**src/acdn_pkg.sv**
```systemverilog
package acdn_pkg;

  // Field widths fixed by the interface.
  localparam int CW   = 24;  // centre coordinate, signed Q15.8
  localparam int EW   = 22;  // half extent, unsigned Q14.8
  localparam int VW   = 25;  // collision vector component, signed
  localparam int OW   = 26;  // per-axis overlap before truncation, signed
  localparam int DW   = 25;  // depth output
  localparam int SQW  = 64;  // square-root operand and partial root
  localparam int RW   = 32;  // root width
  localparam int QW   = 15;  // quotient magnitude width
  localparam int NW   = 16;  // unit vector component, signed Q1.14
  localparam int REMW = 46;  // divider remainder width
  localparam int FRAC = 20;  // dividend shift for the Q1.14 quotient

  // Pipeline depths.
  localparam int SQRT_CELLS = 32;
  localparam int DIV_CELLS  = QW;

  // Operation codes.
  localparam logic [1:0] OP_VOXEL_PAIR = 2'd0;
  localparam logic [1:0] OP_VOXEL_BOX  = 2'd1;
  localparam logic [1:0] OP_BOX_PAIR   = 2'd2;

  // Axis codes.
  localparam logic [1:0] AXIS_X = 2'd0;
  localparam logic [1:0] AXIS_Y = 2'd1;
  localparam logic [1:0] AXIS_Z = 2'd2;

  localparam logic [OW-1:0] VOXEL_EXT = OW'(256);
  localparam logic [EW:0]   HALF_Q8   = (EW+1)'(128);

  // Values that ride along the square-root chain untouched.
  typedef struct packed {
    logic signed [DW-1:0] depth;
    logic [1:0]           axis;
    logic                 nneg;
    logic [2:0]           sgn;
    logic [VW-1:0]        mag_x;
    logic [VW-1:0]        mag_y;
    logic [VW-1:0]        mag_z;
  } side_t;

  typedef struct packed {
    logic [REMW-1:0] rem;
    logic [QW-1:0]   q;
  } lane_t;

  typedef lane_t [2:0] lanes_t;

  // Values that ride along the divider chain.
  typedef struct packed {
    logic signed [DW-1:0] depth;
    logic [1:0]           axis;
    logic                 nneg;
    logic [2:0]           sgn;
  } tag_t;

endpackage

```
**src/acdn_div_cell.sv**
```systemverilog
module acdn_div_cell #(
  parameter int J = 14
) (
  input  logic                    clk,
  input  logic                    rst_n,
  input  logic                    en,
  input  logic                    in_valid,
  input  logic [acdn_pkg::RW-1:0] in_root,
  input  acdn_pkg::lanes_t        in_lanes,
  input  acdn_pkg::tag_t          in_tag,
  output logic                    out_valid,
  output logic [acdn_pkg::RW-1:0] out_root,
  output acdn_pkg::lanes_t        out_lanes,
  output acdn_pkg::tag_t          out_tag
);

  logic                      valid_r;
  logic [acdn_pkg::RW-1:0]   root_r;
  acdn_pkg::lanes_t          lanes_r;
  acdn_pkg::lanes_t          lanes_nxt;
  acdn_pkg::tag_t            tag_r;
  logic [acdn_pkg::REMW-1:0] dsh;

  assign dsh = acdn_pkg::REMW'(in_root) << J;

  // Each lane settles quotient bit J by a compare and subtract.
  always_comb begin
    lanes_nxt = in_lanes;
    for (int i = 0; i < 3; i++) begin
      if (in_lanes[i].rem >= dsh) begin
        lanes_nxt[i].rem  = in_lanes[i].rem - dsh;
        lanes_nxt[i].q[J] = 1'b1;
      end
    end
  end

  always_ff @(posedge clk) begin
    if (!rst_n) begin
      valid_r <= 1'b0;
    end else if (en) begin
      valid_r <= in_valid;
    end
  end

  always_ff @(posedge clk) begin
    if (en) begin
      root_r  <= in_root;
      tag_r   <= in_tag;
      lanes_r <= lanes_nxt;
    end
  end

  assign out_valid = valid_r;
  assign out_root  = root_r;
  assign out_lanes = lanes_r;
  assign out_tag   = tag_r;

endmodule

```
**config.mk**
```make
export PLATFORM = sky130hd
export DESIGN_NAME = acdn_div_cell
export DESIGN_NICKNAME = d
export VERILOG_FILES = /design/src/acdn_pkg.sv /design/src/acdn_div_cell.sv
export SDC_FILE = /design/constraint.sdc
export NUM_CORES = 1
export LEC_CHECK = 0
export BUFFER_PORTS_ARGS = -buffer_cell sky130_fd_sc_hd__buf_2
export CAP_MARGIN = 40
export CORE_AREA = 2 2 194 196
export CTS_BUF_LIST = sky130_fd_sc_hd__clkbuf_16
export CTS_CLUSTER_SIZE = 20
export DETAILED_ROUTE_END_ITERATION = 8
export DIE_AREA = 0 0 196 198
export PLACE_DENSITY = 0.69
export SKIP_CTS_REPAIR_TIMING = 1
export SYNTH_ARGS = -nofsm -noshare
export SYNTH_HDL_FRONTEND = slang
export SYNTH_SLANG_ARGS = --single-unit
export TNS_END_PERCENT = 30
```
**constraint.sdc**
```tcl
create_clock -name clk -period 4.2 [get_ports clk]
set_clock_uncertainty 0.05 [all_clocks]
set_input_delay 1.26 -clock clk [delete_from_list [all_inputs] [get_ports clk]]
set_output_delay 1.26 -clock clk [all_outputs]
set_load 0.01 [all_outputs]
```
## Word level (Yosys, flattened, before mapping)

Cells that the tools add are included.

- Register bits: 247
- Output and inout port bits: 247
- Word-level logic and storage cells: 24

- Add/sub/neg operators: 3
- Magnitude comparators: 3
- Multiplexer cells: 3

Operator list:

| kind | number |
|---|---|
| $mux 47 | 3 |
| $ge 46x46->1 | 3 |
| $sub 46x46->46 | 3 |

## Longest topological paths before layout

- Depth after elaboration: 2
- Depth in mapped cells: 15
- Gate-level depth less buffers: 13

## Worst setup path after synthesis

Ideal clock, no wire load.

- Path kind: input-to-reg
- Start point: input port in_lanes[151] (netlist name)
- End point: register lanes_r, in the netlist out_lanes[176] (data pin)
- Library setup time: 0.260 ns
- Arrival time: 3.991 ns
- Data required time: 3.890 ns
- Path slack: -0.101 ns
- Stages: 14
- Path buffers: 1
- Cells stage by stage: inv_1 > ha_1 > inv_1 > fa_1 > a21o_1 > a221oi_2 > o21ai_1 > o21bai_1 > o21ai_1 > o21ai_0 > a211oi_1 > o22ai_2 > buf_2 > mux2_2

RTL lines:

| element | RTL line | RTL |
|---|---|---|
| start, declared | acdn_div_cell.sv:9 | `input acdn_pkg::lanes_t in_lanes,` |
| end signal, assigned | acdn_div_cell.sv:49 | `lanes_r <= lanes_nxt;` |
| end, declared | acdn_div_cell.sv:19 | `acdn_pkg::lanes_t lanes_r;` |

==> qor.yml <==
critical_path:
  crit_chain: "buf_2 -> ha_1 -> inv_1 -> fa_1 -> a21oi_2 -> o22ai_1 -> a41o_1 -> or4b_4 -> a31oi_4 -> o221ai_2 -> a221oi_2 -> xnor2_1 -> mux2_2"
  r2r-end: "out_valid"
  crit_slowest_cell: "or4b_4"
  required_ns: 4.46
  end_kind: "register"
  crit_path_start_kind: "input pin"
  cp_max_fo: 4
  crit_arrival_ns: 4.25
  reg2reg_from: "out_valid"
  reg2regPathDepth: 2
  critPathMaxStageDelay_ns: 0.51
  reg2reg_slack_ns: 3.56
  critPathKind: "in2reg"
global_routing:
  grt_pass1_vias: 12200
  gr-total-overflow: 0
  grt_pass1_wl_microns: 69400
  antenna_found_initial: 13
  grt_max_degree: 78
  grtUsageTotal: 0.234
floorplan:
  core_area_sq_um: 37000
  rows: 71
  die_x_microns: 196
  ios: 497
  chipHeight_microns: 198
  dieArea_sq_um: 38800
  start_util: 0.377
synthesis:
  synth_cells: 1187
  syn-cell-area_sq_um: 13900
  synth-async-reset-ratio: 0
  synth-seq-cells: 247
  ys_types: 67
  synthTopCellsByCount: "246 x edfxtp_1, 111 x a21oi_1, 96 x ha_1"
  yosys_warnings: 0
  synth_edf_count: 246
  ys_top_cells_by_area: "edfxtp_1 53%, ha_1 8.6%, mux2_2 5.4%"
  synth.most_common_cell: "edfxtp_1"
  synth_flop_cell: "edfxtp_1"
  ys_seq_area_frac: 0.532
  postSynthAreaPerCell_sq_um: 11.7
  yosysTopAreaCellShare: 0.530
  synth_fp_nets: 1536
  yosys.area.top_type: "edfxtp_1"
drt:
  drtIter0Drc: 518
  wl_microns: 47500
  detail_route.first_pass.iterations: 5
  antenna_left: 0
  drc: 0
  vias: 12100
  via_per_inst: 5.17
  wl_per_cell_microns: 20.3
timing:
  grt_setup_unrepaired: "no"
  drv_slew: 0
  clock.fmax_mhz: 251
  fin_tns_setup_ns: 0
  hold_viol: 0
  setup_viol: 0
  min_period_over_period: 0.949
  finalCriticalPeriod_ns: 3.99
  slew_headroom: 0.621
  tightest_slew_ns: 0.568
final_layout:
  post-route-util: 0.522
  drive_gt1_frac: 0.426
  area_delta_synth_final_pct: 38.4
  nFillCells: 3271
  fin_cells: 2341
  nNetsFinal: 2192
job:
  maxCapViolations: 0
cts:
  cts_buffers: 29
  clock-root-buffer: "clkbuf_16"
  cts_tree: "yes"
  clk-insertion-delay-late_ns: 0.57
  cts_max_path_buffers: 3
  cts_num_sinks: 247
  cts.clk_slew.worst_paths_ns: 0.07
  htree_num_levels: 1
placement:
  numPortBuffers: 496
  hpwlAfterDp_microns: 38500
  place.gp.congestion: 0.910
  dp.cells: 2286
min_path:
  hp-class: "reg2reg"
  worstHoldStart: "out_valid"
  hold_depth: 2
  hold_path_end: "out_valid"
status:
  outcome: "finished, final reports clean"
power:
  power.leakage_nw: 8.64
  p_per_area_nw_per_um2: 405
  total_power_mw: 7.82
  ir_drop_uv: 344
area by class of cell:
cell class | instances | area [sq um] | area share
multi-input combinational | 838 | 6170 | 0.320
sequential | 247 | 7410 | 0.384
clock inverter | 24 | 299 | 0.0155
antenna | 2 | 5.00 | 0.000260
inverter | 67 | 251 | 0.0130
timing repair buffer | 660 | 3840 | 0.199
tap | 474 | 593 | 0.0308
clock buffer | 29 | 726 | 0.0376
stage by stage:
| stage | area [sq um] | hold slack [ns] | setup WS (ns) |
|---|---|---|---|
| final | 19300 | 0.478 | 0.214 |
| after global placement | 18200 | 0.444 | -0.303 |
| after global routing | 19300 | 0.537 | 0.00704 |
| after detailed placement | 18200 | 0.469 | -0.378 |
| after floorplan | 13900 | 0.488 | -0.0790 |
| after CTS | 19300 | 0.481 | 0.212 |
cell usage in the layout, fill, tap and decap left out, types with 6 or more instances in the layout:
cell type	count
a21o_1	45
a31oi_1	7
nand3_1	20
o211ai_1	12
mux2i_1	6
clkbuf_16	29
nand4_1	24
a211oi_1	9
or2_2	6
clkinv_4	6
nor2_1	87
ha_1	96
bufinv_16	6
o31ai_1	6
buf_4	155
nor2b_1	10
xor2_1	30
nor4_1	9
buf_2	495
edfxtp_1	246
inv_1	68
mux2_2	67
xnor2_1	53
o21a_1	10
and3_1	9
nor3_1	17
a21oi_1	109
o21ai_0	56
nand2b_1	7
o21bai_1	11
buf_12	9
nand2_1	59
metal layers:
metal / global-route usage / vias up / routed length, microns / part of all wire
li1: - / 5813 / - / -
met1: 0.269 / 5765 / 18600 / 0.39
met2: 0.436 / 439 / 24300 / 0.51
met3: 0.0554 / 78 / 3350 / 0.071
met4: 0.0600 / 14 / 1180 / 0.025
met5: 0 / - / 90 / 0.0019
state kept, by name, summed over array words and instances (netlist names):
register / flops
out_lanes: 183
out_root: 32
out_tag: 31
out_valid: 1
power by group:
group          switching [mW]  total [mW]  internal, mW  leakage (nW)
Combinational            1.08        2.01         0.925          5.72
Sequential             0.0702        3.10          3.03          2.42
Clock                    1.08        2.71          1.64         0.500
Total                    2.23        7.82          5.59          8.64
worst max-delay path: cells and delay by family:
kind	cells	cell delay, ns
compound gates	6	1.30
xor+xnor	1	0.09
fa+ha+maj	2	0.61
buf+inv	2	0.22
mux	1	0.26
simple gates	1	0.51
logic make-up (layout without fill, tap and decap cells):
kind of cell               after synthesis  count (layout)  share of synthesized area
muxes                                   73              73                     0.0584
adders and majority gates               99              99                     0.0905
DFF                                    247             247                      0.532
buffers and inverters                  102             780                     0.0289
xor gates and xnor gates                83              83                     0.0522
AOI/OAI and AO/OA                      307             307                      0.141
other                                    0               2                          0
and+or+nand+nor                        276             276                     0.0977
how the worst max path moves through the flow:
| stage | start | endpoint | slack [ns] | cells past startpoint |
|---|---|---|---|---|
| floorplan | in_lanes[151] | out_lanes[154] | -0.08 | 14 |
| global placement | in_root[0] | out_lanes[59] | -0.30 | 13 |
| detailed placement | in_root[0] | out_lanes[152] | -0.38 | 14 |
| CTS | in_root[0] | out_lanes[152] | 0.21 | 14 |
| global route | in_root[0] | out_lanes[101] | 0.007 | 16 |
| finish | in_root[0] | out_lanes[59] | 0.21 | 13 |
(Power assumes the default switching activity.)
