`src/acdn_pkg.sv`:
```
package acdn_pkg;

  // Field widths fixed by the interface.
  localparam int CW   = 24;  // centre coordinate, signed Q15.8
  localparam int EW   = 22;  // half extent, unsigned Q14.8
  localparam int VW   = 25;  // collision vector component, signed
  localparam int OW   = 26;  // per-axis overlap before truncation, signed
  localparam int DW   = 25;  // depth output
  localparam int SQW  = 64;  // square-root operand and partial root
  localparam int RW   = 32;  // root width
  localparam int QW   = 15;  // quotient magnitude width
  localparam int NW   = 16;  // unit vector component, signed Q1.14
  localparam int REMW = 46;  // divider remainder width
  localparam int FRAC = 20;  // dividend shift for the Q1.14 quotient

  // Pipeline depths.
  localparam int SQRT_CELLS = 32;
  localparam int DIV_CELLS  = QW;

  // Operation codes.
  localparam logic [1:0] OP_VOXEL_PAIR = 2'd0;
  localparam logic [1:0] OP_VOXEL_BOX  = 2'd1;
  localparam logic [1:0] OP_BOX_PAIR   = 2'd2;

  // Axis codes.
  localparam logic [1:0] AXIS_X = 2'd0;
  localparam logic [1:0] AXIS_Y = 2'd1;
  localparam logic [1:0] AXIS_Z = 2'd2;

  localparam logic [OW-1:0] VOXEL_EXT = OW'(256);
  localparam logic [EW:0]   HALF_Q8   = (EW+1)'(128);

  // Values that ride along the square-root chain untouched.
  typedef struct packed {
    logic signed [DW-1:0] depth;
    logic [1:0]           axis;
    logic                 nneg;
    logic [2:0]           sgn;
    logic [VW-1:0]        mag_x;
    logic [VW-1:0]        mag_y;
    logic [VW-1:0]        mag_z;
  } side_t;

  typedef struct packed {
    logic [REMW-1:0] rem;
    logic [QW-1:0]   q;
  } lane_t;

  typedef lane_t [2:0] lanes_t;

  // Values that ride along the divider chain.
  typedef struct packed {
    logic signed [DW-1:0] depth;
    logic [1:0]           axis;
    logic                 nneg;
    logic [2:0]           sgn;
  } tag_t;

endpackage

```
`src/acdn_sqrt_cell.sv`:
```
module acdn_sqrt_cell #(
  parameter int K = 31
) (
  input  logic                     clk,
  input  logic                     rst_n,
  input  logic                     en,
  input  logic                     in_valid,
  input  logic [acdn_pkg::SQW-1:0] in_rem,
  input  logic [acdn_pkg::SQW-1:0] in_res,
  input  acdn_pkg::side_t          in_side,
  output logic                     out_valid,
  output logic [acdn_pkg::SQW-1:0] out_rem,
  output logic [acdn_pkg::SQW-1:0] out_res,
  output acdn_pkg::side_t          out_side
);

  localparam logic [acdn_pkg::SQW-1:0] BIT = acdn_pkg::SQW'(1) << (2 * K);

  logic                     valid_r;
  logic [acdn_pkg::SQW-1:0] rem_r;
  logic [acdn_pkg::SQW-1:0] res_r;
  acdn_pkg::side_t          side_r;
  logic [acdn_pkg::SQW-1:0] trial;

  assign trial = in_res + BIT;

  always_ff @(posedge clk) begin
    if (!rst_n) begin
      valid_r <= 1'b0;
    end else if (en) begin
      valid_r <= in_valid;
    end
  end

  always_ff @(posedge clk) begin
    if (en) begin
      side_r <= in_side;
      if (in_rem >= trial) begin
        rem_r <= in_rem - trial;
        res_r <= (in_res >> 1) + BIT;
      end else begin
        rem_r <= in_rem;
        res_r <= in_res >> 1;
      end
    end
  end

  assign out_valid = valid_r;
  assign out_rem   = rem_r;
  assign out_res   = res_r;
  assign out_side  = side_r;

endmodule

```
`config.mk`:
```
export PLATFORM = sky130hd
export DESIGN_NAME = acdn_sqrt_cell
export DESIGN_NICKNAME = d
export VERILOG_FILES = /design/src/acdn_pkg.sv /design/src/acdn_sqrt_cell.sv
export SDC_FILE = /design/constraint.sdc
export NUM_CORES = 1
export LEC_CHECK = 0
export ABC_AREA = 1
export ABC_CLOCK_PERIOD_IN_PS = 6900
export BUFFER_PORTS_ARGS = -buffer_cell sky130_fd_sc_hd__buf_2
export CAP_MARGIN = 0
export CORE_UTILIZATION = 35
export DETAILED_ROUTE_END_ITERATION = 7
export GPL_TIMING_DRIVEN = 0
export MAX_ROUTING_LAYER = met4
export PLACE_DENSITY = 0.56
export REMOVE_ABC_BUFFERS = 1
export SKIP_CTS_REPAIR_TIMING = 1
export SLEW_MARGIN = 25
export SYNTH_ARGS = -nofsm -noshare
export SYNTH_HDL_FRONTEND = slang
export SYNTH_SLANG_ARGS = --single-unit
```
`constraint.sdc`:
```
create_clock -name clk -period 6.9 [get_ports clk]
set_input_delay 0.69 -clock clk [delete_from_list [all_inputs] [get_ports clk]]
set_output_delay 0.69 -clock clk [all_outputs]
set_load 0.01 [all_outputs]
```
* After elaboration in Yosys (flattened, before gate mapping) *
Cells that the tools add are included.

word-level totals
  bits in registers = 235
  latch bits = 0
  memory bits (writable) = 0
  bits in read-only memories = 0
  output and inout bits = 235
  memories = 0

cells by class
  $add $sub $neg = 3
  multiply operators = 0
  div/mod/pow operators = 0
  magnitude comparators = 1
  equal/unequal tests = 0
  shifts and indexed selects = 0
  muxes and demuxes = 2
  bitwise logic cells = 0
  reduce and logical (&&, ||, !) cells = 0

operators with widths
  operator                number
  $add 63x63->64 const B  1
  $add 64x63->64 const B  1
  $ge 64x64->1            1
  $mux 64                 1
  $sub 64x64->64          1
  $mux 63                 1

* Longest topological paths before layout *
  word-level depth = 3
  gate-level depth with buffers = 18
  depth with buffers taken out = 17

* Worst setup path before layout *
No wires, ideal clock.

  path type = in2reg
  from = input in_rem[0] in the netlist's numbering
  to = register rem_r (netlist bit out_rem[14]) (data pin)
  data arrival time = 2395 ps
  path slack = 4253 ps
  stages = 18
  path through = inv_1 > ha_1 > fa_1 > inv_1 > nand3_1 > nand2_2 > nand2_2 > nand2_4 > nand2_2 > nand2_2 > nand2_2 > nand3_2 > nand2_4 > nand2_8 > inv_4 > buf_2 > nand2_1 > nand2_1

between the ends
  longest elaborated chain between the ends = 2
  elaborated cells between the ends (all ways) = 3
  those cells by class = add/sub: 1; order compare: 1; mux: 1

ends and longest elaborated chain
  what                                                   RTL line                                    text
  from (decl)                                            acdn_sqrt_cell.sv:8                         input logic [acdn_pkg::SQW-1:0] in_rem,
  $sub 64x64->64 / $ge 64x64->1 (equally long branches)  acdn_sqrt_cell.sv:39, acdn_sqrt_cell.sv:38
  $mux 64 *                                              acdn_sqrt_cell.sv:38                        if (in_rem >= trial) begin
  to (signal assigned)                                   acdn_sqrt_cell.sv:39                        rem_r <= in_rem - trial;
  to (signal assigned)                                   acdn_sqrt_cell.sv:42                        rem_r <= in_rem;
  to (decl)                                              acdn_sqrt_cell.sv:20                        logic [acdn_pkg::SQW-1:0] rem_r;

Every way passes the cells marked *; elsewhere a longest branch is shown, timed or not.
A chain may end at the register's enable or synchronous reset.

* Worst setup path after layout *
  from = input in_rem[59] in the netlist's numbering
  to = register rem_r (netlist bit out_rem[46]) (data pin)

between the ends
  longest elaborated chain between the ends = 2

ends and longest elaborated chain
  what          RTL line
  $ge 64x64->1  acdn_sqrt_cell.sv:38
  $mux 64       acdn_sqrt_cell.sv:38

No other way between the ends.

==> summary.md <==
| Metric | Value |
|---|---|
| CTS Buf Count | `26` |
| Largest net degree at the start of global routing | `98` |
| Total wire length | `51,500 um` |
| DIE AREA | `41,600 um2` |
| Leakage Power | `0.00987 uW` |
| DRC | `0` |
| First-pass GRT wire length | `75,100 um` |
| Routed via count | `13,000` |
| CP Class | `in2reg` |
| Slew @ Worst Pin | `0.709 ns` |
| Crit-path max cell delay | `0.66 ns` |
| Max-cap check violation count | `0` |
| Initial antenna violation count | `8` |
| Post-Route Skew | `0 ns` |
| Post-synthesis sequential area ratio | `49.4%` |
| Fin crit share | `48.0%` |
| Synth top area share | `49.3%` |
| GR Util All Layers | `25.0%` |
| Row Count | `73` |
| Worst hold path depth | `1` |
| Drt pass-1 iters | `5` |
| CP max stage cell | `inv_4` |
| Syn_area_per_cell | `7.82 um2` |
| Deepest clock path buffer count | `3` |
| Share of post-route cells with drive strength above 1 | `24.4%` |
| Worst-Skew Late Latency | `0.55 ns` |
| Final hold vios | `0` |
| Max Freq | `302 MHz` |
| Root Buffer | `clkbuf_16` |
| Yosys top cell by area | `edfxtp_1` |
| RD Place Congestion | `0.912` |
| Outcome | `completed` |
| Switching share of power | `30.5%` |
| Cell area after layout | `18,200 um2` |
| Psw | `1310 uW` |
| Die H | `204 um` |
| Cells along the critical path | `buf_2 -> ha_1 -> a21oi_1 -> o21ai_0 -> a21oi_1 -> nand2_1 -> nor2_4 -> nand2_8 -> inv_4 -> nand2_1 -> nand2_1` |
| Initial core utilization | `35.7%` |
| Endpoints failing setup | `0` |
| Final min period | `3.31 ns` |
| Cell mode on critical path | `nand2_1` |
| Synthesized cell area | `14,300 um2` |
| TritonCTS clock tree | `yes` |
| Ranking of synthesized cells by area | `edfxtp_1 49%, nand2_1 20%, inv_1 10%, ha_1 5.6%, nor2_1 2.8%` |
| Reg2reg path depth | `2` |
| Routed len/inst | `18.0 um` |
| Internal power | `3000 uW` |
| Synth warn | `0` |
| Area growth, synth to finish | `27.4%` |
| Vias in the first global route | `12,500` |
| Core Area | `40,000 um2` |
| Antenna-violating nets left | `0` |
| Reg clk slew, reported paths | `0.06 ns` |
| Setup Total Neg Slack | `0 ns` |
| Worst Path Arrival | `3.70 ns` |
| WP data required | `7.29 ns` |
| Hpwl dp | `43,200 um` |
| Distinct cells, synth | `34` |
| Logic pwr share | `23.9%` |
| Total grt overflow | `0` |
| H-tree Lvls | `1` |
| Via density | `4.52` |
| Max-slew violation count | `0` |
| VDD IR-drop max | `0.000195 V` |
| P per Cell Area | `237 nW/um2` |
| Nets | `2,616` |
| Async S/R FF share, synth | `0%` |
| Worst relative slew slack | `52.4%` |
| Final core utilization | `45.4%` |
| Cell count after synthesis | `1,824` |
| Worst setup EP type | `register` |
| DR iter-0 viols | `648` |
| Number of flops mapped to enable cells by yosys | `234` |
| Critical Path Source Type | `input pin` |
| RSZ-0062 raised after global routing | `false` |
| Synth top cells by count | `756 x nand2_1, 397 x inv_1, 234 x edfxtp_1` |
| Count leader, synth | `nand2_1` |
| Placed Area | `17,200 um2` |
| Sink Count | `235` |
| Crit Path Max Fanout | `68` |
| Die X-Extent | `204 um` |
| # IOs | `473` |
| Sequential power share | `41.3%` |
| Synth Register Bits | `235` |
| Min-delay worst type | `in2reg` |
| Clock share of power | `34.9%` |
| Top FF cell, synth | `edfxtp_1` |
| Port Buffers | `472` |
stage by stage:
| step | setup WS [ns] | power, uW | hold slack [ns] | instances |
|---|---|---|---|---|
| floorplan | 3.97 | 2370 | 0.555 | 1811 |
| global placement | 1.83 | 2850 | 0.529 | 2808 |
| detailed placement | 3.02 | 2850 | 0.534 | 2810 |
| CTS | 3.60 | 4370 | 0.284 | 2858 |
| global route | 3.45 | 4530 | 0.295 | 2866 |
| finish | 3.59 | 4310 | 0.314 | 2867 |
layout by cell type (no fill, tap or decap), types with 3 or more instances in the layout:
| master | count |
|---|---|
| a21oi_1 | 42 |
| buf_2 | 471 |
| bufinv_16 | 5 |
| clkbuf_16 | 27 |
| clkinv_1 | 4 |
| clkinv_4 | 3 |
| clkinvlp_4 | 4 |
| diode_2 | 9 |
| edfxtp_1 | 234 |
| ha_1 | 64 |
| inv_1 | 397 |
| inv_2 | 10 |
| nand2_1 | 756 |
| nand2_2 | 12 |
| nand3_1 | 80 |
| nand3_2 | 11 |
| nand4_1 | 20 |
| nor2_1 | 108 |
| nor2_2 | 10 |
| nor3_1 | 7 |
| nor4_1 | 3 |
| o21ai_0 | 8 |
| xor2_1 | 30 |
sequential cells by signal (all words and copies together), names as in the netlist:
register   flops
out_side     106
out_rem       64
out_res       64
out_valid      1
power by group through the flow:
stage | Sequential, uW | Combinational [uW] | Clock (uW)
floorplan | 1890 | 480 | 0
global placement | 1820 | 1030 | 0
detailed placement | 1810 | 1040 | 0
CTS | 1780 | 1040 | 1550
global route | 1790 | 1150 | 1590
finish | 1780 | 1030 | 1500
area by class of cell:
class / count / area (um2)
repair buffers: 474 / 2430
flip-flops and latches: 235 / 7050
multi-input cells: 1167 / 5560
clock inverters: 19 / 245
diodes: 9 / 22.5
fillers: 4168 / 21800
inverters: 409 / 1540
clock buffers: 29 / 683
well taps: 525 / 657
critical path, delay by kind of cell:
kind | cells | cell delay, ns
buffers and inverters | 2 | 0.78
adder cells (fa/ha/maj) | 1 | 0.38
AO/OA/AOI/OAI | 3 | 0.84
AND/OR/NAND/NOR | 5 | 0.96
path summary, 6_finish.rpt:
kind | from | end | slack [ns]
setup / recovery | in_rem[59] | out_rem[46] | 3.59
hold / removal | in_side[24] | out_side[24] | 0.31
setup reg to reg | out_valid | out_valid | 6.27
hold reg to reg | out_valid | out_valid | 0.54
per-layer routing:
metal	GRT usage, %	up-vias	share of wire, %	routed length (um)
met1	31.9	5938	44	22800
met2	41.4	374	47	24400
met3	4.24	45	6.4	3280
met4	5.50	0	2.0	1010
li1	-	6605	-	-
met5	-	-	0	0
kinds of logic after synthesis:
family / count (synthesis) / share of synthesized area, %
xor+xnor: 32 / 1.96
flops: 235 / 49.4
fa+ha+maj: 65 / 5.75
compound gates: 53 / 1.91
buf+inv: 422 / 11.6
simple gates: 1017 / 29.3
Note: power is estimated with default switching activity, not from simulation.
